==> config.mk <==
export PLATFORM = sky130hd
export DESIGN_NAME = serial_packet_receiver_crc16_top
export DESIGN_NICKNAME = d
export VERILOG_FILES = /design/src/rtl/spr_pkg.sv /design/src/rtl/spr_deframer.sv /design/src/rtl/spr_out_reg.sv /design/src/rtl/serial_packet_receiver_crc16_top.sv
export SDC_FILE = /design/constraint.sdc
export NUM_CORES = 1
export LEC_CHECK = 0
export BUFFER_PORTS_ARGS = -buffer_cell sky130_fd_sc_hd__buf_2
export CORE_MARGIN = 4
export CORE_UTILIZATION = 53
export DETAILED_ROUTE_END_ITERATION = 10
export HOLD_SLACK_MARGIN = 0.08
export PLACE_DENSITY = 0.73
export SETUP_SLACK_MARGIN = 0.5
export SYNTH_ARGS = -nofsm -noshare
export SYNTH_HDL_FRONTEND = slang
export SYNTH_SLANG_ARGS = --single-unit
export TNS_END_PERCENT = 20
==> constraint.sdc <==
create_clock -name clk_i -period 6.1 [get_ports clk_i]
set_input_delay 1.22 -clock clk_i [delete_from_list [all_inputs] [get_ports clk_i]]
set_output_delay 1.22 -clock clk_i [all_outputs]
set_load 0.05 [all_outputs]
==> src/rtl/spr_pkg.sv <==
// Shared types for the serial packet receiver: event codes, result record,
// preamble constants and the reflected CCITT byte update.
// No dependencies.
package spr_pkg;

  typedef enum logic [1:0] {
    EV_NONE = 2'd0,
    EV_BODY = 2'd1,
    EV_GOOD = 2'd2,
    EV_BAD  = 2'd3
  } spr_event_e;

  localparam logic [7:0]  PREAMBLE_0 = 8'hFF;
  localparam logic [7:0]  PREAMBLE_1 = 8'h09;
  localparam logic [15:0] CRC_INIT_RESET = 16'h00FF;

  typedef struct packed {
    logic [31:0] packets_good;
    logic [31:0] packets_seen;
    logic [7:0]  pkt_size;
    logic [7:0]  pkt_type;
    logic [7:0]  byte_index;
    logic [7:0]  data_byte;
    spr_event_e  event_res;
  } spr_res_t;

  // Reflected CCITT (0x8408) update of one byte.
  function automatic logic [15:0] crc_byte(input logic [15:0] crc, input logic [7:0] b);
    logic [7:0] d;
    d = b ^ crc[7:0];
    d = d ^ {d[3:0], 4'b0000};
    return {d, crc[15:8]} ^ {12'h000, d[7:4]} ^ {5'b00000, d, 3'b000};
  endfunction

endpackage

==> src/rtl/spr_deframer.sv <==
// Packet deframer: phase state machine, CRC accumulator and packet counters.
// Produces the result of the current transaction combinationally. Uses spr_pkg.
module spr_deframer
  import spr_pkg::*;
(
  input  logic        clk_i,
  input  logic        rst_ni,
  input  logic        cfg_we_i,
  input  logic [15:0] cfg_wdata_i,
  input  logic        accept_i,
  input  logic        func_i,
  input  logic [7:0]  rx_byte_i,
  output spr_res_t    res_o
);

  typedef enum logic [3:0] {
    PH_HUNT1  = 4'd0,
    PH_HUNT2  = 4'd1,
    PH_SIZE   = 4'd2,
    PH_TYPE   = 4'd3,
    PH_BODY   = 4'd4,
    PH_CRC_LO = 4'd5,
    PH_CRC_HI = 4'd6,
    PH_SKIP1  = 4'd7,
    PH_SKIP2  = 4'd8
  } phase_e;

  phase_e      phase_q, phase_d;
  logic [15:0] crc_init_q;
  logic [7:0]  body_len_q, body_len_d;
  logic [7:0]  type_q, type_d;
  logic [7:0]  body_cnt_q, body_cnt_d;
  logic [15:0] crc_q, crc_d;
  logic [7:0]  crc_lo_q, crc_lo_d;
  logic [31:0] seen_q, seen_d;
  logic [31:0] good_q, good_d;
  spr_event_e  ev;
  logic [7:0]  dbyte;
  logic [7:0]  idx;

  always_comb begin
    phase_d    = phase_q;
    body_len_d = body_len_q;
    type_d     = type_q;
    body_cnt_d = body_cnt_q;
    crc_d      = crc_q;
    crc_lo_d   = crc_lo_q;
    seen_d     = seen_q;
    good_d     = good_q;
    ev         = EV_NONE;
    dbyte      = 8'h00;
    idx        = 8'h00;
    if (func_i) begin
      phase_d = PH_HUNT1;
    end else begin
      case (phase_q)
        PH_HUNT2: begin
          phase_d = (rx_byte_i == PREAMBLE_1) ? PH_SIZE : PH_HUNT1;
        end
        PH_SIZE: begin
          body_len_d = rx_byte_i;
          phase_d    = PH_TYPE;
        end
        PH_TYPE: begin
          type_d     = rx_byte_i;
          crc_d      = crc_byte(crc_init_q, rx_byte_i);
          body_cnt_d = 8'h00;
          phase_d    = (body_len_q == 8'h00) ? PH_CRC_LO : PH_BODY;
        end
        PH_BODY: begin
          ev         = EV_BODY;
          dbyte      = rx_byte_i;
          idx        = body_cnt_q;
          crc_d      = crc_byte(crc_q, rx_byte_i);
          body_cnt_d = body_cnt_q + 8'd1;
          if (body_cnt_d >= body_len_q) phase_d = PH_CRC_LO;
        end
        PH_CRC_LO: begin
          crc_lo_d = rx_byte_i;
          phase_d  = PH_CRC_HI;
        end
        PH_CRC_HI: begin
          seen_d = seen_q + 32'd1;
          if ({rx_byte_i, crc_lo_q} == crc_q) begin
            good_d  = good_q + 32'd1;
            ev      = EV_GOOD;
            phase_d = PH_SKIP1;
          end else begin
            ev      = EV_BAD;
            phase_d = PH_HUNT1;
          end
        end
        PH_SKIP1: phase_d = PH_SKIP2;
        PH_SKIP2: phase_d = PH_SIZE;
        default: begin
          type_d     = 8'h00;
          body_len_d = 8'h00;
          phase_d    = (rx_byte_i == PREAMBLE_0) ? PH_HUNT2 : PH_HUNT1;
        end
      endcase
    end
  end

  always_comb begin
    res_o.event_res    = ev;
    res_o.data_byte    = dbyte;
    res_o.byte_index   = idx;
    res_o.pkt_type     = type_d;
    res_o.pkt_size     = body_len_d;
    res_o.packets_seen = seen_d;
    res_o.packets_good = good_d;
  end

  always_ff @(posedge clk_i or negedge rst_ni) begin
    if (!rst_ni) begin
      crc_init_q <= CRC_INIT_RESET;
    end else if (cfg_we_i) begin
      crc_init_q <= cfg_wdata_i;
    end
  end

  always_ff @(posedge clk_i or negedge rst_ni) begin
    if (!rst_ni) begin
      phase_q    <= PH_HUNT1;
      body_len_q <= 8'h00;
      type_q     <= 8'h00;
      body_cnt_q <= 8'h00;
      crc_q      <= 16'h0000;
      crc_lo_q   <= 8'h00;
      seen_q     <= 32'h0;
      good_q     <= 32'h0;
    end else if (accept_i) begin
      phase_q    <= phase_d;
      body_len_q <= body_len_d;
      type_q     <= type_d;
      body_cnt_q <= body_cnt_d;
      crc_q      <= crc_d;
      crc_lo_q   <= crc_lo_d;
      seen_q     <= seen_d;
      good_q     <= good_d;
    end
  end

endmodule

==> src/rtl/spr_out_reg.sv <==
// Result register for the master stream; loads whenever empty or being drained.
// Uses spr_pkg.
module spr_out_reg
  import spr_pkg::*;
(
  input  logic     clk_i,
  input  logic     rst_ni,
  input  logic     load_valid_i,
  output logic     load_ready_o,
  input  spr_res_t res_i,
  output logic     valid_o,
  input  logic     ready_i,
  output spr_res_t res_o
);

  logic     valid_q;
  spr_res_t res_q;

  assign load_ready_o = !valid_q || ready_i;

  always_ff @(posedge clk_i or negedge rst_ni) begin
    if (!rst_ni) begin
      valid_q <= 1'b0;
    end else if (load_ready_o) begin
      valid_q <= load_valid_i;
    end
  end

  always_ff @(posedge clk_i) begin
    if (load_valid_i && load_ready_o) begin
      res_q <= res_i;
    end
  end

  assign valid_o = valid_q;
  assign res_o   = res_q;

endmodule

==> src/rtl/serial_packet_receiver_crc16_top.sv <==
// Channel   Dir  Handshake                 Payload
// s_axis    in   s_axis_tvalid_i/tready_o  tdata: rx_byte; tuser: func
// m_axis    out  m_axis_tvalid_o/tready_i  tdata: result fields; tuser: event_res
// cfg       in   cfg_we_i                  cfg_wdata_i: crc_init
// One transaction per cycle; each input transaction yields one result in the next cycle.
// Throughput is set by the single output register: input stalls only while it is full
// and not drained. Reset returns to preamble hunt, counters zero, crc_init 0x00FF.
// Top level: instantiates spr_deframer and spr_out_reg; uses spr_pkg.
module serial_packet_receiver_crc16_top
  import spr_pkg::*;
(
  input  logic        clk_i,
  input  logic        rst_ni,
  input  logic        cfg_we_i,
  input  logic [15:0] cfg_wdata_i,    // crc_init
  input  logic        s_axis_tvalid_i,
  output logic        s_axis_tready_o,
  input  logic [7:0]  s_axis_tdata_i, // [7:0] rx_byte
  input  logic [0:0]  s_axis_tuser_i, // [0] func
  output logic        m_axis_tvalid_o,
  input  logic        m_axis_tready_i,
  // [7:0] data_byte, [15:8] byte_index, [23:16] pkt_type, [31:24] pkt_size,
  // [63:32] packets_seen, [95:64] packets_good
  output logic [95:0] m_axis_tdata_o,
  output logic [1:0]  m_axis_tuser_o  // [1:0] event_res
);

  spr_res_t res_d;
  spr_res_t res_q;
  logic     accept;

  assign accept = s_axis_tvalid_i && s_axis_tready_o;

  spr_deframer u_deframer (
    .clk_i       (clk_i),
    .rst_ni      (rst_ni),
    .cfg_we_i    (cfg_we_i),
    .cfg_wdata_i (cfg_wdata_i),
    .accept_i    (accept),
    .func_i      (s_axis_tuser_i[0]),
    .rx_byte_i   (s_axis_tdata_i),
    .res_o       (res_d)
  );

  spr_out_reg u_out_reg (
    .clk_i        (clk_i),
    .rst_ni       (rst_ni),
    .load_valid_i (s_axis_tvalid_i),
    .load_ready_o (s_axis_tready_o),
    .res_i        (res_d),
    .valid_o      (m_axis_tvalid_o),
    .ready_i      (m_axis_tready_i),
    .res_o        (res_q)
  );

  assign m_axis_tdata_o = {res_q.packets_good, res_q.packets_seen, res_q.pkt_size,
                           res_q.pkt_type, res_q.byte_index, res_q.data_byte};
  assign m_axis_tuser_o = res_q.event_res;

  a_no_overrun: assert property (@(posedge clk_i) disable iff (!rst_ni)
    (m_axis_tvalid_o && !m_axis_tready_i) |-> !s_axis_tready_o)
    else $error("input taken while result is stalled");

  a_abort_quiet: assert property (@(posedge clk_i) disable iff (!rst_ni)
    (accept && s_axis_tuser_i[0]) |=> (m_axis_tvalid_o && m_axis_tuser_o == EV_NONE))
    else $error("abort produced an event");

  a_body_only_data: assert property (@(posedge clk_i) disable iff (!rst_ni)
    (m_axis_tvalid_o && m_axis_tuser_o != EV_BODY) |->
      (m_axis_tdata_o[15:0] == 16'h0000))
    else $error("data byte or index set outside body event");

  a_good_counts: assert property (@(posedge clk_i) disable iff (!rst_ni)
    (accept && res_d.event_res == EV_GOOD) |=>
      (m_axis_tdata_o[95:64] == $past(res_d.packets_good)))
    else $error("good packet result not registered");

endmodule

=== Word-level counts from Yosys, hierarchy flattened ===
Index checks and enable logic that the tools add are counted.

* Bits of input ports: 30
* Output and inout port bits: 100
* Logic and storage cells: 74
* Register bits: 231

* $add $sub $neg: 3
* Bitwise logic cells: 10
* Reductions and logical operators: 11
* Eq/ne operators: 12
* Magnitude comparators: 1
* Multiplexer cells: 20

{| class="wikitable"
|+ Operators with widths
! kind !! number
|-
| two-way mux 32 bit || 5
|-
| adder 32 x 1 -> 32 bit (second input constant) || 2
|-
| one-hot mux 8 bit (2 select lines) || 3
|-
| one-hot mux 16 bit (2 select lines) || 1
|-
| one-hot mux 4 bit (8 select lines) || 1
|-
| bitwise XOR 16 x 11 -> 16 bit || 2
|-
| bitwise XOR 16 x 4 -> 16 bit || 2
|-
| bitwise XOR 8 bit || 4
|-
| == test 16 bit || 1
|-
| == test 4 x 3 -> 1 bit (second input constant) || 4
|-
| two-way mux 8 bit || 2
|-
| OR reduction 7 bit || 2
|-
| adder 8 x 1 -> 8 bit (second input constant) || 1
|-
| == test 4 x 2 -> 1 bit (second input constant) || 2
|-
| == test 8 x 4 -> 1 bit (second input constant) || 1
|-
| == test 8 bit (second input constant) || 1
|-
| >= comparator 8 bit || 1
|-
| zero test 8 bit || 1
|-
| two-way mux 4 bit || 2
|-
| AND reduction 3 bit || 2
|-
| == test 4 x 1 -> 1 bit (second input constant) || 1
|-
| == test 4 bit (second input constant) || 1
|-
| one-hot mux 2 bit (2 select lines) || 1
|-
| two-way mux 1 bit || 3
|-
| 10 further kinds || 11
|}

=== Logic depth before layout (Yosys ltp) ===
Gate-level depths: netlist of the first run.

* Depth in word-level cells: 5
* Gate-level depth with buffers: 10
* Gate-level depth less buffers: 10

=== By module ===
From an unflattened synthesis of the first run, not the netlist that was laid out.

* Cells, all modules: 954
* Area, all modules: 11403.4 um2

{| class="wikitable"
|+ Modules (own cells, without submodules)
! module !! seq. area each (um2) !! cells an instance !! instances !! area an instance (um2)
|-
| spr_deframer || 3313.2 || 851 || 1 || 8400.6
|-
| spr_out_reg || 2967.8 || 102 || 1 || 2996.6
|-
| serial_packet_receiver_crc16_top || 0.0 || 1 || 1 || 6.3
|}

=== Worst setup path before layout of the first run ===
No wires, ideal clock.

* Path type: input -> register
* From: input port m_axis_tready_i
* To: register u_deframer.phase_q[0]
* Setup time: 0.102 ns
* Path slack: 0.233 ns
* Required time: 5.998 ns
* Stages on the path: 6
* Data arrival time: 5.765 ns
* Buffers on the path: 1
* Path through: nand2b_1 -> nand2_1 -> clkinv_1 -> clkbuf_1 -> o221ai_1 -> o22ai_1

* Cells in the longest elaborated chain, start to end: 3

{| class="wikitable"
|+ Ends and longest elaborated chain
! element !! line !! text
|-
| start: declaration || serial_packet_receiver_crc16_top.sv:21 || <nowiki>input logic m_axis_tready_i,</nowiki>
|-
| logical OR 1 bit || spr_out_reg.sv:19 || <nowiki>assign load_ready_o = !valid_q || ready_i;</nowiki>
|-
| logical AND 1 bit || serial_packet_receiver_crc16_top.sv:32 || <nowiki>assign accept = s_axis_tvalid_i && s_axis_tready_o;</nowiki>
|-
| via accept || serial_packet_receiver_crc16_top.sv:30 || <nowiki>logic accept;</nowiki>
|-
| AND reduction 2 bit (no line) || n/a ||
|-
| end signal: assignment || spr_deframer.sv:133 || <nowiki>phase_q <= phase_d;</nowiki>
|-
| end: declaration || spr_deframer.sv:28 || <nowiki>phase_e phase_q, phase_d;</nowiki>
|}

The timed path passes the listed nets, and every way through them passes these cells.
A chain may end at the register's enable or synchronous reset.

=== Worst setup path in the final report of the first run ===
* From: input port m_axis_tready_i
* To: register u_deframer.seen_q[29]

* Cells in the longest elaborated chain, start to end: 2

{| class="wikitable"
|+ Ends and longest elaborated chain
! element !! line !! text
|-
| logical OR 1 bit || spr_out_reg.sv:19 ||
|-
| logical AND 1 bit || serial_packet_receiver_crc16_top.sv:32 ||
|-
| end signal: assignment || spr_deframer.sv:139 || <nowiki>seen_q <= seen_d;</nowiki>
|-
| end: declaration || spr_deframer.sv:35 || <nowiki>logic [31:0] seen_q, seen_d;</nowiki>
|}

Every way passes these cells.

==> impl_metrics.env, run 1 <==
export IMPL_final_cells=1357
export IMPL_placement_io_buffers=129
export IMPL_postSynthRegisterBits=231
export IMPL_grt_pass1_vias=7450
export IMPL_seqPwrFrac=0.419
export IMPL_cts_repair_resize_count=0
export IMPL_synth_area_mux_share=0.0537
export IMPL_cts_buffers_inserted=26
export IMPL_dr_wl_met2_mm=10.8
export IMPL_yosys_area_share_xor_xnor=0.161
export IMPL_total_power_mw=4.64
export IMPL_synthArstFlopShare=0.576
export IMPL_timing_max_transition_violations_final=0
export IMPL_fmaxAchievable_mhz=329
export IMPL_die_area_um2=23800
export IMPL_timing_worst_slew_pin_value_ns=0.970
export IMPL_pwr_share_comb=0.225
export IMPL_path_cells="buf_2, nand2b_1, nand2_1, inv_4, buf_12, nand4_1, nor2_1, xor2_1"
export IMPL_power_net_switching_mw=1.35
export IMPL_report_final_setup_viol=0
export IMPL_kind_of_start_point_of_the_critical_path="input port"
export IMPL_maxCapViolations=0
export IMPL_place_hpwl_mm=15.1
export IMPL_clock_share_of_power=0.357
export IMPL_detail_route_antenna_nets=0
export IMPL_die_width_um=154
export IMPL_initial_utilization=0.539
export IMPL_power_switching_fraction=0.291
export IMPL_worst_ep_arrival_time_ns=3.48
export IMPL_mappedNetlistNets=993
export IMPL_synth_simple_area_share=0.150
export IMPL_min_delay_path_class="reg2reg"
export IMPL_yosys_warnings=0
export IMPL_worstSkewPairLatency_ns=0.52
export IMPL_final_hold_viol_count=0
export IMPL_worstHoldEndpoint="u_deframer.seen_q[31]$_DFFE_PN0P_"
export IMPL_grt_max_degree=101
export IMPL_timing_slew_headroom=0.349
export IMPL_grt_antenna_before_repair=0
export IMPL_place_gp_congestion=0.810
export IMPL_final_setup_tns_ns=0
export IMPL_clock_tree_root_cell="clkbuf_16"
export IMPL_yosysTopAreaCellShare=0.276
export IMPL_setup_fix_bufs_post_cts=0
export IMPL_yosys_cell_types_count=55
export IMPL_io_pins=130
export IMPL_die_y_um=154
export IMPL_p_int_mw=3.29
export IMPL_detail_route_wl_per_cell_um=16.9
export IMPL_synth_seq_area_share=0.554
export IMPL_postSynthAreaPerCell_um2=11.9
export IMPL_cpMaxStageDelayCell="inv_4"
export IMPL_pwr_cell_area_nw_per_um2=354
export IMPL_detail_route_wirelength_mm=23.0
export IMPL_vdd_ir_drop_worst_uv=263
export IMPL_ctsHoldBuffers=0
export IMPL_final_core_util=0.624
export IMPL_detail_route_first_pass_iterations=5
export IMPL_area_delta_synth_final_pct=15.6
export IMPL_final_period_minus_worst_setup_slack_ns=3.04
export IMPL_r2r_end="u_deframer.crc_lo_q[0]$_DFFE_PN0P_"
export IMPL_synth_top_area_cell="dfrtp_1"
export IMPL_vias=7375
export IMPL_hold_path_depth=1
export IMPL_grt_first_pass_wirelength_mm=38.6
export IMPL_overflow=0
export IMPL_p_leak_nw=5.58
export IMPL_worst_clock_skew_ns=0.00697
export IMPL_ctsLongestPathBuffers=3
export IMPL_cp_slowest_stage_delay_ns=0.46
export IMPL_crit_path_end_kind="register"
export IMPL_result_of_the_run="finished, final reports clean"
export IMPL_synth_adder_area_share=0.0121
export IMPL_layout_drive_gt1_share=0.227
export IMPL_met1Wirelength_mm=10.4
export IMPL_synth_edf_count=98
export IMPL_tritoncts="yes"
export IMPL_cts_reportedPaths_clkPinSlew_ns=0.06
export IMPL_floorplan_rows=53
export IMPL_finalHoldWorstSlack_ns=0.495
export IMPL_n_fill_cell=1681
export IMPL_synthesis_instances=952
export IMPL_r2r_worst_path_cells=4
export IMPL_synth_ff_type="dfrtp_1"
export IMPL_track_usage=0.195
export IMPL_topRoutingLayerUsed="met4"
export IMPL_synth_compound_gate_area_share=0.0436
export IMPL_cp_max_fo=100
export IMPL_met3RoutedLength_mm=1.36
export IMPL_core_um2=21000
export IMPL_tritoncts_num_sinks=231
export IMPL_drt_iter0_markers=381
export IMPL_cts_max_level=1
export IMPL_vias_per_cell=5.43
export IMPL_required_ns=6.54
export IMPL_synth_area_top_cells="dfrtp_1, edfxtp_1, xnor2_1"
export IMPL_finalCritPeriodShare=0.498
export IMPL_mappedNetlistArea_um2=11300
export IMPL_reg_to_reg_setup_timing_slack_ns=3.46
export IMPL_grt_setup_unrepaired="false"
export IMPL_timing_worst_setup_path_type="in2reg"
export IMPL_post_place_cells=1309
export IMPL_main_combinational_cell_family_by_area_after_synthesis="XOR/XNOR gates"
export IMPL_worstReg2RegStart="u_deframer.phase_q[2]$_DFFE_PN0P_"
export IMPL_number_of_nets_in_the_layout=1103
export IMPL_antenna_cells=0
export IMPL_remaining_drc_errors=0
export IMPL_hold_path_startpoint="u_deframer.seen_q[31]$_DFFE_PN0P_"
## worst max-delay path: cells and delay by family
kind                      cells  cell delay [ns]
xor gates and xnor gates      1             0.18
buffers and inverters         3             0.94
and+or+nand+nor               4             1.00
## power by group through the flow
stage / registers [mW] / clock network (mW) / logic [mW]
2_1_floorplan: 2.03 / 0 / 0.752
3_3_place_gp: 1.97 / 0 / 1.04
3_5_place_dp: 1.97 / 0 / 1.05
4_1_cts: 1.94 / 1.70 / 1.06
5_1_grt: 1.96 / 1.77 / 1.16
6_report: 1.94 / 1.66 / 1.04
## cell usage after synthesis, drive strengths merged (13+ instances only)
| master | number |
|---|---|
| and3 | 19 |
| nand2 | 60 |
| xor2 | 55 |
| nor3 | 20 |
| nand4 | 29 |
| mux2 | 47 |
| xnor2 | 138 |
| dfrtp | 125 |
| nor4 | 15 |
| edfxtp | 98 |
| nand3 | 81 |
| o21ai | 21 |
| inv | 13 |
| nor2 | 53 |
| buf | 20 |
| clkbuf | 34 |
| a22o | 16 |
## layout make-up
type / instances / area, um^2 / area share
Sequential cell: 231 / 6280 / 0.479
Multi-Input combinational cell: 653 / 4790 / 0.365
Clock buffer: 34 / 732 / 0.0558
Timing Repair Buffer: 136 / 717 / 0.0547
Tap cell: 275 / 344 / 0.0262
Clock inverter: 14 / 196 / 0.0150
Inverter: 14 / 55.1 / 0.00420
## worst max path at each step
| stage | depth (start not counted) | to | slack [ns] | startpoint |
|---|---|---|---|---|
| 2_1_floorplan | 6 | u_deframer.phase_q[0]$_DFFE_PN0P_ | 1.94 | m_axis_tready_i |
| 3_3_place_gp | 8 | u_deframer.seen_q[27]$_DFFE_PN0P_ | 2.59 | m_axis_tready_i |
| 3_5_place_dp | 8 | u_deframer.seen_q[29]$_DFFE_PN0P_ | 2.47 | m_axis_tready_i |
| 4_1_cts | 8 | u_deframer.seen_q[29]$_DFFE_PN0P_ | 2.99 | m_axis_tready_i |
| 5_1_grt | 8 | u_deframer.seen_q[27]$_DFFE_PN0P_ | 2.84 | m_axis_tready_i |
| 6_report | 8 | u_deframer.seen_q[29]$_DFFE_PN0P_ | 3.06 | m_axis_tready_i |
## through the flow
stage,worst slack [ns],area [um^2]
floorplan,1.94,11300
global placement,2.59,12200
detailed placement,2.47,12200
CTS,2.99,13100
global route,2.84,13100
finish,3.06,13100
## sequential cells by signal, summed over array words and instances (netlist names)
signal	cells
u_out_reg.res_o	98
u_deframer.type_q	8
u_deframer.crc_lo_q	8
u_deframer.crc_init_q	16
u_deframer.seen_q	32
u_deframer.phase_q	4
u_deframer.body_len_q	8
u_deframer.good_q	32
u_out_reg.valid_o	1
u_deframer.crc_q	16
u_deframer.body_cnt_q	8
## layer usage
| metal | track usage | vias up |
|---|---|---|
| met5 | 0 | - |
| met4 | 0.0479 | 0 |
| met3 | 0.0330 | 37 |
| met2 | 0.310 | 210 |
| met1 | 0.281 | 3523 |
| li1 | - | 3605 |
## placed cells by master, fill, tap and decap left out, drive strengths merged, types with 11 or more instances in the layout
master / instances
nand3: 81
nand2: 60
buf: 136
xor2: 55
inv: 14
nand4: 29
a22o: 16
o21ai: 21
xnor2: 138
nor2: 53
clkbuf: 34
a21oi: 11
mux2: 47
dfrtp: 125
nor4: 15
nor3: 20
and3: 19
edfxtp: 98
ha: 11
## logic make-up (layout without fill, tap and decap cells)
group	Yosys count	count (layout)
AO/OA/AOI/OAI	70	70
buffers and inverters	68	198
AND/OR/NAND/NOR	318	318
XOR/XNOR	199	199
flip-flops	231	231
adder cells (fa/ha/maj)	11	11
multiplexers	55	55
Note: power is estimated with default switching activity, not from simulation.
==> run 2: changes to the inputs <==
- PLACE_DENSITY: 0.73 -> 0.76
- clock period: 6.1 -> 2.65 ns (I/O delays scaled with it)
==> run 2 against run 1 <==
  * Sequential cell count is the same
  * Global-route usage grew 0.18 points
  * Non-clock buffer count grew 34
==> impl_metrics.env, run 2 (synthesis results as in run 1) <==
export IMPL_area_delta_synth_final_pct=20.5
export IMPL_cp_max_fo=4
export IMPL_final_period_minus_worst_setup_slack_ns=2.22
export IMPL_final_cell_mix="xnor2_1, buf_2, dfrtp_1"
export IMPL_pwr_cell_area_nw_per_um2=813
export IMPL_total_power_mw=11.1
export IMPL_cts_reportedPaths_clkPinSlew_ns=0.06
export IMPL_place_gp_congestion=0.851
export IMPL_global_route_usage_met3=0.0339
export IMPL_grt_antenna_before_repair=0
export IMPL_grt_first_pass_wirelength_mm=39.0
export IMPL_grt_pass1_vias=7565
export IMPL_n_fill_cell=1593
export IMPL_vdd_ir_drop_worst_uv=628
export IMPL_post_place_ws_ns=0.132
export IMPL_final_setup_tns_ns=0
export IMPL_timing_worst_slew_pin_value_ns=0.627
export IMPL_hold_path_depth=3
export IMPL_final_hold_viol_count=0
export IMPL_fin_area_um2=13700
export IMPL_timing_worst_setup_path_type="reg2reg"
export IMPL_maxCapViolations=0
export IMPL_ctsLongestPathBuffers=3
export IMPL_place_area_um2=12400
export IMPL_number_of_nets_in_the_layout=1136
export IMPL_clock_tree_root_cell="clkbuf_16"
export IMPL_fmaxAchievable_mhz=450
export IMPL_core_um2=21000
export IMPL_grt_max_degree=60
export IMPL_worst_ep_arrival_time_ns=2.62
export IMPL_detail_route_wirelength_mm=24.1
export IMPL_post_place_cells=1326
export IMPL_kind_of_start_point_of_the_critical_path="register"
export IMPL_final_cells=1389
export IMPL_grt_busiest_layer="met2"
export IMPL_timing_slew_headroom=0.580
export IMPL_initial_utilization=0.539
export IMPL_worst_clock_skew_ns=0.0232
export IMPL_floorplan_rows=53
export IMPL_cts_max_level=1
export IMPL_detail_route_wl_per_cell_um=17.3
export IMPL_cts_buffers_inserted=25
export IMPL_p_leak_nw=5.80
export IMPL_vias_per_cell=5.54
export IMPL_antenna_cells=0
export IMPL_tritoncts_num_sinks=231
export IMPL_largest_reg_flops=98
export IMPL_place_hpwl_mm=15.7
export IMPL_worstSkewPairLatency_ns=0.52
export IMPL_die_y_um=154
export IMPL_die_area_um2=23800
export IMPL_io_pins=130
export IMPL_timing_max_transition_violations_final=0
export IMPL_grt_met1_usage=0.272
export IMPL_die_width_um=154
export IMPL_drt_iter0_markers=358
export IMPL_detail_route_first_pass_iterations=5
export IMPL_detail_route_antenna_nets=0
export IMPL_crit_path_end_kind="register"
export IMPL_report_final_setup_viol=0
export IMPL_placement_io_buffers=129
export IMPL_vias=7694
export IMPL_finalCritPeriodShare=0.838
export IMPL_result_of_the_run="finished, final reports clean"
export IMPL_remaining_drc_errors=0
export IMPL_required_ns=3.04
export IMPL_layout_drive_gt1_share=0.283
export IMPL_tritoncts="yes"
export IMPL_layout_cells_most_common="xnor2_1"
export IMPL_grtUsageMet2=0.329
export IMPL_overflow=0
export IMPL_track_usage=0.196
export IMPL_timing_final_ws_setup_ns=0.429
export IMPL_grt_setup_unrepaired="true"
export IMPL_min_delay_path_class="in2reg"
export IMPL_r2r_worst_path_cells=10
-- run 2: changes by cell type in the layout (fill, tap and decap cells not counted), moves of 4 or more --
cell	before	now
nor4_1	12	8
clkinv_1	4	0
nor2_1	52	48
nor4_2	1	5
dfrtp_1	125	120
dfrtp_2	0	5
buf_12	1	8
buf_4	6	29
-- run 2: metrics by stage --
stage	utilization	hold WS, ns
6_report	0.650	0.248
4_1_cts	0.642	0.229
3_3_place_gp	0.589	0.477
3_5_place_dp	0.589	0.482
2_1_floorplan	-	0.234
5_1_grt	0.650	0.233
-- run 2: power by group --
part | internal [mW] | switching, mW
clock | 2.52 | 1.46
sequential | 4.11 | 0.367
combinational | 1.19 | 1.47
total | 7.82 | 3.29
-- run 2: worst max-delay path: stages, from the launching register on --
cell	delay, ns
dfrtp_1	0.40
ha_4	0.17
nand3_4	0.09
nor2_4	0.15
xor2_2	0.19
ha_1	0.27
a21o_1	0.16
a21oi_1	0.12
nand3_1	0.13
o21a_2	0.28
mux2i_1	0.12
-- run 2: repair_timing --
action / in CTS / in global routing
setup buffers: 8 / 7
endpoints found under the hold margin: 51 / 0
hold buffers: 1 / 0
gates cloned: 0 / 1
resized for setup: 17 / 19
pin swaps: 6 / 10
endpoints found under the setup margin: 53 / 75
-- run 2: layer usage --
metal	share of wire	wire, um	vias to the layer above
met2	0.48	11700	258
met3	0.068	1640	34
met1	0.43	10500	3730
met4	0.012	293	0
li1	-	-	3672
met5	0	0	-
-- run 2: layout make-up --
| type | instances | area, um^2 | share of cell area |
|---|---|---|---|
| Multi-Input combinational cell | 653 | 4940 | 0.362 |
| Timing Repair Buffer | 170 | 1090 | 0.0796 |
| Sequential cell | 231 | 6290 | 0.460 |
| Clock buffer | 26 | 629 | 0.0461 |
| Tap cell | 275 | 344 | 0.0252 |
| Clock inverter | 20 | 318 | 0.0233 |
| Inverter | 14 | 55.1 | 0.00403 |
-- run 2: worst paths after layout --
check / startpoint / endpoint / slack, ns
worst min register to register: u_deframer.seen_q[31]$_DFFE_PN0P_ / u_deframer.seen_q[31]$_DFFE_PN0P_ / 0.49
worst max register to register: u_deframer.body_cnt_q[1]$_DFFE_PN0P_ / u_deframer.phase_q[1]$_DFFE_PN0P_ / 0.43
worst max-delay path: u_deframer.body_cnt_q[1]$_DFFE_PN0P_ / u_deframer.phase_q[1]$_DFFE_PN0P_ / 0.43
min in group asynchronous: rst_ni / u_deframer.crc_q[14]$_DFFE_PN0P_ / 0.55
max in group asynchronous: rst_ni / u_out_reg.valid_o$_DFFE_PN0N_ / 1.35
worst min-delay path: s_axis_tvalid_i / u_out_reg.valid_o$_DFFE_PN0N_ / 0.25
